### config.mk
export PLATFORM = sky130hd
export DESIGN_NAME = efi_signature_list_cert_extractor_core
export DESIGN_NICKNAME = d
export VERILOG_FILES = /design/src/ecx_pkg.sv /design/src/ecx_parser.sv /design/src/ecx_out_queue.sv /design/src/efi_signature_list_cert_extractor_core.sv
export SDC_FILE = /design/constraint.sdc
export NUM_CORES = 1
export LEC_CHECK = 0
export ABC_AREA = 1
export BUFFER_PORTS_ARGS = -buffer_cell sky130_fd_sc_hd__buf_2
export CORE_MARGIN = 2
export CORE_UTILIZATION = 50
export CTS_CLUSTER_SIZE = 30
export DETAILED_ROUTE_END_ITERATION = 8
export HOLD_SLACK_MARGIN = 0.15
export PLACE_DENSITY = 0.69
export SLEW_MARGIN = 15
export SYNTH_ARGS = -nofsm -noshare
export SYNTH_HDL_FRONTEND = slang
export SYNTH_HIERARCHICAL = 1
export SYNTH_SLANG_ARGS = --single-unit
### constraint.sdc
create_clock -name clock -period 7.2 [get_ports clock]
set_input_delay 0.36 -clock clock [delete_from_list [all_inputs] [get_ports clock]]
set_output_delay 0.36 -clock clock [all_outputs]
set_load 0.02 [all_outputs]
### src/ecx_pkg.sv
// ----------------------------------------------------------------------------
// ecx_pkg: shared definitions for the signature list certificate extractor
// Holds the parser phase codes, the list and entry caps, the X.509 type GUID
// and the certificate byte record that travels from the parser to the output.
// ----------------------------------------------------------------------------
`default_nettype none

package ecx_pkg;

   localparam int HDR_BYTES   = 28;
   localparam int GUID_BYTES  = 16;
   localparam int MAX_LISTS   = 256;
   localparam int MAX_ENTRIES = 4096;

   localparam int LIST_CNT_W  = $clog2(MAX_LISTS + 1);
   localparam int ENTRY_CNT_W = $clog2(MAX_ENTRIES + 1);
   localparam int CERT_NUM_W  = 20;

   localparam logic [7:0] X509_GUID [GUID_BYTES] = '{
      8'hA1, 8'h59, 8'hC0, 8'hA5, 8'hE4, 8'h94, 8'hA7, 8'h4A,
      8'h87, 8'hB5, 8'hAB, 8'h15, 8'h5C, 8'h2B, 8'hF0, 8'h72
   };

   typedef enum logic [4:0] {
      PH_HEADER     = 5'b00001,
      PH_SKIP_EXTRA = 5'b00010,
      PH_ENTRY      = 5'b00100,
      PH_SKIP_LIST  = 5'b01000,
      PH_STOPPED    = 5'b10000
   } phase_type;

   typedef struct packed {
      logic [7:0]            cert_byte;
      logic                  cert_first;
      logic                  cert_last;
      logic [CERT_NUM_W-1:0] cert_number;
   } cert_result_type;

endpackage

`default_nettype wire

### src/ecx_parser.sv
// ----------------------------------------------------------------------------
// ecx_parser: per-byte signature list parser
// Holds the parser state and decides, for each accepted byte, the byte's
// role in the buffer and whether it is a certificate byte to pass on.
// ----------------------------------------------------------------------------
`default_nettype none

module ecx_parser
   import ecx_pkg::*;
(
   input  wire logic            clock,
   input  wire logic            reset,
   input  wire logic            step,
   input  wire logic [7:0]      data_byte,
   input  wire logic            end_of_buffer,
   input  wire logic [31:0]     buffer_length,
   output logic                 emit,
   output cert_result_type      result
);

   phase_type               phase_ff, phase_in;
   logic [4:0]              hbc_ff, hbc_in;
   logic [31:0]             list_len_ff, list_len_in;
   logic [31:0]             extra_ff, extra_in;
   logic [31:0]             entry_len_ff, entry_len_in;
   logic                    guid_ok_ff, guid_ok_in;
   logic [31:0]             offset_ff, offset_in;
   logic [31:0]             list_start_ff, list_start_in;
   logic [32:0]             list_end_ff, list_end_in;
   logic [32:0]             entry_start_ff, entry_start_in;
   logic [31:0]             ebc_ff, ebc_in;
   logic [ENTRY_CNT_W-1:0]  entries_ff, entries_in;
   logic [LIST_CNT_W-1:0]   lists_ff, lists_in;
   logic [CERT_NUM_W-1:0]   certs_ff, certs_in;

   logic [32:0]             here;
   logic                    reach_entries;
   logic                    entry_fits;
   logic                    reach_end;
   logic                    room_for_header;

   phase_type               ph;
   logic [31:0]             ebc_s;
   logic [4:0]              hbc_s;
   logic [LIST_CNT_W-1:0]   lists_s;

   logic [31:0]             entry_len_full;
   logic [32:0]             list_end_new;
   logic [33:0]             entry_start_new;
   logic                    header_bad;
   logic                    entry_last;

   assign here            = {1'b0, offset_ff};
   assign reach_entries   = here >= entry_start_ff;
   assign entry_fits      = (entries_ff < ENTRY_CNT_W'(MAX_ENTRIES)) &&
                            (here + {1'b0, entry_len_ff} <= list_end_ff);
   assign reach_end       = here >= list_end_ff;
   assign room_for_header = here + 33'(HDR_BYTES) <= {1'b0, buffer_length};

   // Settle the phase for the byte now arriving.
   always_comb begin
      ph      = phase_ff;
      ebc_s   = ebc_ff;
      hbc_s   = hbc_ff;
      lists_s = lists_ff;
      if (ph == PH_SKIP_EXTRA && reach_entries) begin
         ph    = PH_ENTRY;
         ebc_s = '0;
      end
      if (ph == PH_ENTRY && ebc_s == '0 && !entry_fits) begin
         ph = PH_SKIP_LIST;
      end
      if (ph == PH_SKIP_LIST && reach_end) begin
         ph      = PH_HEADER;
         hbc_s   = '0;
         lists_s = lists_s + LIST_CNT_W'(1);
      end
      if (ph == PH_HEADER && hbc_s == '0 &&
          !(lists_s < LIST_CNT_W'(MAX_LISTS) && room_for_header)) begin
         ph = PH_STOPPED;
      end
   end

   assign entry_len_full  = {data_byte, entry_len_ff[23:0]};
   assign list_end_new    = {1'b0, list_start_ff} + {1'b0, list_len_ff};
   assign entry_start_new = {2'b00, list_start_ff} + {2'b00, extra_ff} + 34'(HDR_BYTES);
   assign header_bad      = ({1'b0, list_len_ff} < {1'b0, extra_ff} + 33'(HDR_BYTES)) ||
                            (list_end_new > {1'b0, buffer_length}) ||
                            (entry_len_full <= 32'(GUID_BYTES)) ||
                            (entry_len_full > list_len_ff);
   assign entry_last      = (ebc_s + 32'd1) == entry_len_ff;

   always_comb begin
      phase_in       = ph;
      hbc_in         = hbc_s;
      list_len_in    = list_len_ff;
      extra_in       = extra_ff;
      entry_len_in   = entry_len_ff;
      guid_ok_in     = guid_ok_ff;
      list_start_in  = list_start_ff;
      list_end_in    = list_end_ff;
      entry_start_in = entry_start_ff;
      ebc_in         = ebc_s;
      entries_in     = entries_ff;
      lists_in       = lists_s;
      certs_in       = certs_ff;
      emit           = 1'b0;
      result         = '{cert_byte: data_byte, cert_first: ebc_s == 32'(GUID_BYTES),
                         cert_last: entry_last, cert_number: certs_ff};

      unique case (ph)
         PH_HEADER: begin
            if (hbc_s == '0) begin
               list_len_in   = '0;
               extra_in      = '0;
               entry_len_in  = '0;
               list_start_in = offset_ff;
            end
            if (hbc_s < 5'(GUID_BYTES)) begin
               guid_ok_in = ((hbc_s == '0) ? 1'b1 : guid_ok_ff) &&
                            (data_byte == X509_GUID[hbc_s[3:0]]);
            end else if (hbc_s < 5'd20) begin
               list_len_in[8*hbc_s[1:0] +: 8] = data_byte;
            end else if (hbc_s < 5'd24) begin
               extra_in[8*hbc_s[1:0] +: 8] = data_byte;
            end else begin
               entry_len_in[8*hbc_s[1:0] +: 8] = data_byte;
            end
            hbc_in = hbc_s + 5'd1;
            if (hbc_s == 5'(HDR_BYTES - 1)) begin
               hbc_in = '0;
               if (header_bad) begin
                  phase_in = PH_STOPPED;
               end else begin
                  list_end_in    = list_end_new;
                  entry_start_in = entry_start_new[32:0];
                  entries_in     = '0;
                  ebc_in         = '0;
                  phase_in       = guid_ok_ff ? PH_SKIP_EXTRA : PH_SKIP_LIST;
               end
            end
         end
         PH_ENTRY: begin
            emit = ebc_s >= 32'(GUID_BYTES);
            if (entry_last) begin
               ebc_in     = '0;
               entries_in = entries_ff + ENTRY_CNT_W'(1);
               certs_in   = certs_ff + CERT_NUM_W'(1);
            end else begin
               ebc_in = ebc_s + 32'd1;
            end
         end
         PH_SKIP_EXTRA, PH_SKIP_LIST, PH_STOPPED: begin
         end
         default: begin
         end
      endcase

      offset_in = (offset_ff == 32'hFFFF_FFFF) ? offset_ff : offset_ff + 32'd1;
   end

   always_ff @(posedge clock) begin
      if (reset || (step && end_of_buffer)) begin
         phase_ff       <= PH_HEADER;
         hbc_ff         <= '0;
         list_len_ff    <= '0;
         extra_ff       <= '0;
         entry_len_ff   <= '0;
         guid_ok_ff     <= 1'b1;
         offset_ff      <= '0;
         list_end_ff    <= '0;
         entry_start_ff <= '0;
         ebc_ff         <= '0;
         entries_ff     <= '0;
         lists_ff       <= '0;
         certs_ff       <= '0;
      end else if (step) begin
         phase_ff       <= phase_in;
         hbc_ff         <= hbc_in;
         list_len_ff    <= list_len_in;
         extra_ff       <= extra_in;
         entry_len_ff   <= entry_len_in;
         guid_ok_ff     <= guid_ok_in;
         offset_ff      <= offset_in;
         list_end_ff    <= list_end_in;
         entry_start_ff <= entry_start_in;
         ebc_ff         <= ebc_in;
         entries_ff     <= entries_in;
         lists_ff       <= lists_in;
         certs_ff       <= certs_in;
      end
   end

   always_ff @(posedge clock) begin
      if (step) begin
         list_start_ff <= list_start_in;
      end
   end

endmodule

`default_nettype wire

### src/ecx_out_queue.sv
// ----------------------------------------------------------------------------
// ecx_out_queue: two-entry result queue
// Holds certificate bytes until the consumer takes them, so the parser can
// take a new request while one result is still waiting.
// ----------------------------------------------------------------------------
`default_nettype none

module ecx_out_queue
   import ecx_pkg::*;
(
   input  wire logic             clock,
   input  wire logic             reset,
   input  wire logic             push,
   input  cert_result_type       push_data,
   output logic                  full,
   output logic                  out_valid,
   input  wire logic             out_ready,
   output cert_result_type       out_data
);

   cert_result_type ent_ff [2];
   logic            wr_ptr_ff, wr_ptr_in;
   logic            rd_ptr_ff, rd_ptr_in;
   logic [1:0]      count_ff, count_in;
   logic            pop;

   assign full      = count_ff == 2'd2;
   assign out_valid = count_ff != 2'd0;
   assign out_data  = ent_ff[rd_ptr_ff];
   assign pop       = out_valid && out_ready;

   always_comb begin
      wr_ptr_in = push ? ~wr_ptr_ff : wr_ptr_ff;
      rd_ptr_in = pop ? ~rd_ptr_ff : rd_ptr_ff;
      count_in  = count_ff + {1'b0, push} - {1'b0, pop};
   end

   always_ff @(posedge clock) begin
      if (reset) begin
         wr_ptr_ff <= 1'b0;
         rd_ptr_ff <= 1'b0;
         count_ff  <= 2'd0;
      end else begin
         wr_ptr_ff <= wr_ptr_in;
         rd_ptr_ff <= rd_ptr_in;
         count_ff  <= count_in;
      end
   end

   always_ff @(posedge clock) begin
      if (push) begin
         ent_ff[wr_ptr_ff] <= push_data;
      end
   end

endmodule

`default_nettype wire

### src/efi_signature_list_cert_extractor_core.sv
// ----------------------------------------------------------------------------
// efi_signature_list_cert_extractor_core: certificate extractor top level
// Parses a byte stream of UEFI signature lists and returns the bytes of each
// X.509 certificate, marked first and last, with its ordinal in the buffer.
//
//   Channel  Ports   Direction  Carries
//   request  req_*   in         one buffer byte and its end-of-buffer flag
//   response rsp_*   out        one certificate byte with marks and ordinal
//   config   csr_*   in         buffer length, written with csr_wr_en
//
// One request is taken per cycle; the parser state updates on the same edge.
// A certificate byte is registered in the result queue when its request is taken.
// Requests are refused only while both entries of the result queue are full.
// Synchronous reset clears the parser, the queue and the buffer length.
// ----------------------------------------------------------------------------
`default_nettype none

module efi_signature_list_cert_extractor_core
   import ecx_pkg::*;
(
   input  wire logic                  clock,
   input  wire logic                  reset,
   input  wire logic                  req_valid,
   output logic                       req_ready,
   input  wire logic [7:0]            req_data_byte,
   input  wire logic                  req_end_of_buffer,
   output logic                       rsp_valid,
   input  wire logic                  rsp_ready,
   output logic [7:0]                 rsp_cert_byte,
   output logic                       rsp_cert_first,
   output logic                       rsp_cert_last,
   output logic [CERT_NUM_W-1:0]      rsp_cert_number,
   input  wire logic                  csr_wr_en,
   input  wire logic [31:0]           csr_wr_data
);

   logic [31:0]     buf_len_ff;
   logic            step;
   logic            emit;
   logic            queue_full;
   cert_result_type result;
   cert_result_type out_data;

   assign req_ready = !queue_full;
   assign step      = req_valid && req_ready;

   always_ff @(posedge clock) begin
      if (reset) begin
         buf_len_ff <= '0;
      end else if (csr_wr_en) begin
         buf_len_ff <= csr_wr_data;
      end
   end

   ecx_parser u_parser (
      .clock         (clock),
      .reset         (reset),
      .step          (step),
      .data_byte     (req_data_byte),
      .end_of_buffer (req_end_of_buffer),
      .buffer_length (buf_len_ff),
      .emit          (emit),
      .result        (result)
   );

   ecx_out_queue u_out_queue (
      .clock     (clock),
      .reset     (reset),
      .push      (step && emit),
      .push_data (result),
      .full      (queue_full),
      .out_valid (rsp_valid),
      .out_ready (rsp_ready),
      .out_data  (out_data)
   );

   assign rsp_cert_byte   = out_data.cert_byte;
   assign rsp_cert_first  = out_data.cert_first;
   assign rsp_cert_last   = out_data.cert_last;
   assign rsp_cert_number = out_data.cert_number;

endmodule

`default_nettype wire
==> results of run 1 <==
==> through the flow <==
step / util (%) / instances / TNS, ns / total power [mW] / worst slack, ns
after floorplan: - / 4707 / 0 / 3.48 / 0.123
after detailed placement: 53.2 / 5591 / -14.71 / 3.91 / -0.141
after CTS: 56.5 / 5720 / 0 / 6.61 / 0.0417
final: 57.4 / 5755 / 0 / 6.70 / 0.399
after global routing: 57.4 / 5755 / -10.27 / 6.97 / -0.149
after global placement: 53.2 / 5591 / -0.985 / 3.90 / -0.0355
==> registers in the layout (all words and copies together), names as in the netlist, named ones only <==
signal and count:
u_parser/extra_ff 32, u_parser/hbc_ff 5, u_parser/ebc_ff 32, buf_len_ff 32, u_parser/offset_ff 32, u_parser/entries_ff 13
u_parser/certs_ff 20, u_parser/phase_ff 5, u_parser/lists_ff 9, u_out_queue/wr_ptr_ff 1, u_parser/guid_ok_ff 1, u_out_queue/rd_ptr_ff 1
u_parser/list_len_ff 32, u_parser/list_end_ff 33, u_parser/entry_len_ff 32, u_parser/entry_start_ff 33, u_parser/list_start_ff 32, u_out_queue/ent_ff 60
u_out_queue/count_ff 2
==> cell families after synthesis <==
group           after synthesis  synth area share [%]
buf+inv                     748                  9.45
fa+ha+maj                   373                  14.4
compound gates              926                  15.3
flops                       408                  27.8
xor+xnor                    181                  4.90
mux                          30                  1.38
simple gates               2041                  26.7
==> cells in the mapped netlist, drive strengths merged (2+ instances only) <==
| cell | n |
|---|---|
| xnor2 | 44 |
| a41oi | 3 |
| o41ai | 8 |
| a211oi | 8 |
| o22ai | 2 |
| nor3b | 7 |
| buf | 77 |
| clkinv | 8 |
| a21oi | 506 |
| o31ai | 4 |
| nand2 | 1096 |
| dfxtp | 316 |
| or2 | 2 |
| inv | 573 |
| mux2 | 30 |
| a2111oi | 3 |
| a31oi | 14 |
| ha | 370 |
| nor4 | 30 |
| clkbuf | 90 |
| a21boi | 12 |
| xor2 | 136 |
| o21ai | 292 |
| o221ai | 3 |
| and3 | 3 |
| o311ai | 2 |
| a21o | 6 |
| nand3 | 275 |
| nor3 | 114 |
| edfxtp | 92 |
| nor4b | 2 |
| o21a | 12 |
| fa | 3 |
| a221oi | 3 |
| nor2 | 423 |
| o2111ai | 2 |
| o211ai | 10 |
| nand3b | 20 |
| o21bai | 34 |
| nand4 | 67 |
==> cell type report <==
class	instances	area [µm²]	share of cell area (%)
timing repair buffer	264	2180	5.88
clock buffer	61	1310	3.54
sequential	408	9090	24.6
multi-input combinational	3555	20700	56.0
clock inverter	31	428	1.16
inverter	581	2200	5.94
tap	855	1070	2.89
==> worst min-delay path by stage <==
stage | end | depth (start not counted)
4_1_cts | u_out_queue/ent_ff[0][28] | 1
2_1_floorplan | u_out_queue/count_ff[0] | 1
3_3_place_gp | u_parser/entry_start_ff[14] | 2
3_5_place_dp | u_parser/entry_start_ff[12] | 2
5_1_grt | u_out_queue/ent_ff[0][29] | 1
6_report | u_out_queue/ent_ff[1][29] | 1
==> routing by layer <==
layer	share of wire [%]	wire length (µm)	vias to the layer above	GRT usage (%)
li1	-	-	16012	-
met1	43	45900	14711	40.8
met2	44	47500	1298	49.3
met3	7.2	7750	282	3.17
met4	6.0	6400	2	16.3
met5	0.012	13	-	0
==> what timing repair did <==
item,CTS,global route
pin swaps,0,10
hold buffers,37,0
buffers inserted,0,23
cloned,0,12
endpoints found under the hold margin,42,0
setup endpoints to repair,252,334
resized for setup,7,91
==> report_power, final <==
group          total [mW]  switching [mW]  internal, mW
sequential           2.48          0.0719          2.41
clock                2.68            1.11          1.57
combinational        1.53            1.01         0.524
==> metrics.cfg, run 1 <==
[timing]
slew_violations=0
fin_crit_ns=6.80
slew-limit-headroom_pct=20.7
finalHoldViolCount=0
whs_ns=0.209
finalSetupViolations=0
finClkSkew_ns=0.0464
worst_slew_pin_slew_ns=1.17
min_period_over_period_pct=94.5
fmax_ghz=0.147

[final_layout]
drive_gt1_share_pct=9.29
areaGrowthSynthToFinish_pct=13.3
mostFrequentLayoutCells=1070 x nand2_1, 554 x inv_1, 503 x a21oi_1
diodes=0
nFillCells=6140
nets=5278
layout_commonest_cell=nand2_1
final_area_mm2=0.0370

[synth]
yosysTopAreaCell=dfxtp_1
yosysWarnings=6
netlist-cell-type-count=67
yosys.area.top_type_share_pct=19.4
synth.area.top_cells=dfxtp_1 19%, ha_1 14%, nand2_1 12%
syn_area_mm2=0.0327
synth_area_per_cell_um2=6.94
async_flop_share_pct=0
synth_edf_count=92
ys_ff_latch=408
ys_seq_area_share_pct=27.8
syn_nets=5126
yosys_most_used_dff=dfxtp_1
netlist_instances=4707

[power]
leakagePower_nw=16.4
p_per_area_mw_per_mm2=181
vdd_drop_max_uv=193

[global_route]
grt_pass1_wl_um=164000
grt_pass1_vias=30103
grt_max_degree=101
grt_overflow=0
grt_usage_pct=30.8
antenna_found_initial=1

[floorplanning]
core_mm2=0.0645
floorplan.rows=93
dieArea_mm2=0.0674
initial_core_util_pct=50.7
die_y_um=260
io_pins=78
die_w_um=260

[placement]
dpl.hpwl_um=80400
io_buffer_count=77
place.gp.congestion=1.01
dpl-instance-area_mm2=0.0343

[worst_setup_path]
endpoint_kind=register
path_depth=41
crit_path_start=u_parser/entry_len_ff[1]
cp_data_required_time_ns=7.74
path_delay_family=simple AND/OR/NAND/NOR gates
r2r_end=u_parser/entry_start_ff[15]
worstPathArrival_ns=7.34
crit_fanout=21
cp_common_cell=nand2_1
cpPeakStageDelay_ns=0.33
r2r.worst_path.cells=41
crit_buf_inv=4
path_class=reg -> reg
r2r-start=u_parser/entry_len_ff[1]
critical_path.endpoint=u_parser/entry_start_ff[15]
start_kind=register
r2r_setup_slack_ns=0.40
cp_slowest_cell=ha_1

[cts]
cts_made_buffers=49
clock_latency_ns=0.64
h-tree-depth=2
cts-root-buf=clkbuf_16
path_clk_slew_ns=0.06
cts_tree=built
clock-sinks=408
cts_max_path_buffers=3

[drt]
drt_wl_total_um=107000
drc=0
drtIter0Drc=3119
wl_per_cell_um=18.7
routed_via_density=5.61
ant_nets=0
vias=32305
first_pass_iters=7

[run_status]
status=completed

[run]
drv_cap=0

[min_path]
hp-start=req_data_byte[7]
hp-class=in -> reg

Power figures use the tool's default switching activity.
==> run 2, diff against run 1 <==
--- a/config.mk
+++ b/config.mk
@@ -12,7 +12,7 @@
 export CTS_CLUSTER_SIZE = 30
 export DETAILED_ROUTE_END_ITERATION = 8
 export HOLD_SLACK_MARGIN = 0.15
-export PLACE_DENSITY = 0.69
+export PLACE_DENSITY = 0.75
 export SLEW_MARGIN = 15
 export SYNTH_ARGS = -nofsm -noshare
 export SYNTH_HDL_FRONTEND = slang
==> metrics.cfg, run 2 (synthesis gave the netlist of run 1 again) <==
[run_status]
status=completed

[timing]
finalHoldViolCount=0
worst_slew_pin_slew_ns=1.07
fmax_ghz=0.149
slew_violations=0
fin_crit_ns=6.71
finalSetupViolations=0
finClkSkew_ns=0.0449
tns_ns=0
setup_ws_ns=0.490
min_period_over_period_pct=93.2
slew-limit-headroom_pct=28.5

[final_layout]
nFillCells=6129
largest_reg_flops=60
largest-register=u_out_queue/ent_ff
mostFrequentLayoutCells=1072 x nand2_1, 557 x inv_1, 502 x a21oi_1
drive_gt1_share_pct=8.31
largest_registers=u_out_queue/ent_ff: 60 flops, u_parser/entry_start_ff: 33 flops, u_parser/list_end_ff: 33 flops
nets=5240
areaGrowthSynthToFinish_pct=11.9
layout_commonest_cell=nand2_1
diodes=0

[cts]
path_clk_slew_ns=0.07
h-tree-depth=2
cts-root-buf=clkbuf_16
cts_made_buffers=49
cts_tree=built
clock_latency_ns=0.63
cts_max_path_buffers=3
clock-sinks=408

[floorplanning]
dieArea_mm2=0.0674
initial_core_util_pct=50.7
io_pins=78
core_mm2=0.0645
floorplan.rows=93
die_y_um=260
die_w_um=260

[drt]
drc=0
drt_wl_total_um=106000
wl_per_cell_um=18.5
ant_nets=0
drtIter0Drc=3309
first_pass_iters=8
vias=32466
routed_via_density=5.68

[power]
comb_power_share_pct=22.2
power.share.clock_pct=40.0
p_sw_mw=2.13
intPower_mw=4.46
p_per_area_mw_per_mm2=180
swShare_pct=32.3
leakagePower_nw=16.2
vdd_drop_max_uv=176
seqPwrFrac_pct=37.7

[worst_setup_path]
r2r-start=u_parser/offset_ff[1]
crit_path_start=u_parser/offset_ff[1]
path_delay_family=simple AND/OR/NAND/NOR gates
worstPathArrival_ns=7.19
cp_data_required_time_ns=7.68
cp_slowest_cell=o21ai_0
crit_fanout=10
start_kind=register
endpoint_kind=register
crit_buf_inv=7
cp_common_cell=nand2_1
path_class=reg -> reg
cpPeakStageDelay_ns=0.33

[min_path]
hp-class=in -> reg
hp-start=req_data_byte[2]

[placement]
dp_slack_ns=-0.160
place.gp.congestion=0.978
io_buffer_count=77
dpl.hpwl_um=79900

[global_route]
grt_max_degree=82
grt_usage_pct=30.6
antenna_found_initial=0
grt_pass1_wl_um=163000
grt_overflow=0
grt_pass1_vias=29679

[run]
drv_cap=0

run 2: metal layers:
metal | vias to the layer above | wire length (µm) | global-route usage, %
li1 | 15939 | - | -
met2 | 1381 | 46900 | 49.1
met5 | - | 0 | 0
met4 | 0 | 5630 | 14.9
met3 | 276 | 8360 | 3.52
met1 | 14870 | 44700 | 41.0
run 2: worst paths after layout:
check                                     to  slack (ns)  cells after the start
setup / recovery    u_parser/list_end_ff[23]        0.49                     45
hold reg to reg   u_parser/entry_start_ff[7]        0.46                      2
hold / removal     u_out_queue/ent_ff[0][24]        0.20                      1
setup reg to reg    u_parser/list_end_ff[23]        0.49                     45
run 2: timing repair:
action	in CTS	in global routing
hold buffers	40	0
endpoints found under the setup margin	135	337
gates resized for setup	5	44
gates cloned	0	3
pin swaps	0	12
hold endpoints to repair	48	0
buffers inserted	0	12
run 2: final cells by class:
type	instances	area [µm²]	share of cell area (%)
inverter	581	2190	5.98
clock inverter	22	335	0.917
tap	855	1070	2.93
multi-input combinational	3553	20700	56.6
clock buffer	67	1360	3.73
timing repair buffer	228	1830	5.00
sequential	408	9090	24.9
run 2: power by group through the flow:
stage / clock network (mW) / registers [mW] / logic [mW]
6_report: 2.64 / 2.49 / 1.47
5_1_grt: 2.76 / 2.50 / 1.60
4_1_cts: 2.68 / 2.49 / 1.39
3_5_place_dp: 0 / 2.54 / 1.36
3_3_place_gp: 0 / 2.53 / 1.34
2_1_floorplan: 0 / 2.50 / 0.981
run 2: worst register-to-register path, delay by kind of cell, from the launching register on:
kind	cells	cell delay (ns)
flip-flops	1	0.31
XOR/XNOR	1	0.09
AND/OR/NAND/NOR	22	2.65
buffers and inverters	7	1.08
adder cells (fa/ha/maj)	2	0.56
AO/OA/AOI/OAI	13	1.90
run 2: metrics by stage:
stage / hold WS [ns] / util, % / power (mW) / std cells / area (µm²)
after floorplan: 0.431 / - / 3.48 / 4707 / 32700
after global placement: 0.445 / 53.0 / 3.87 / 5570 / 34200
after detailed placement: 0.453 / 53.0 / 3.89 / 5570 / 34200
after CTS: 0.165 / 56.3 / 6.55 / 5699 / 36300
after global routing: 0.176 / 56.7 / 6.86 / 5714 / 36600
final: 0.203 / 56.7 / 6.60 / 5714 / 36600
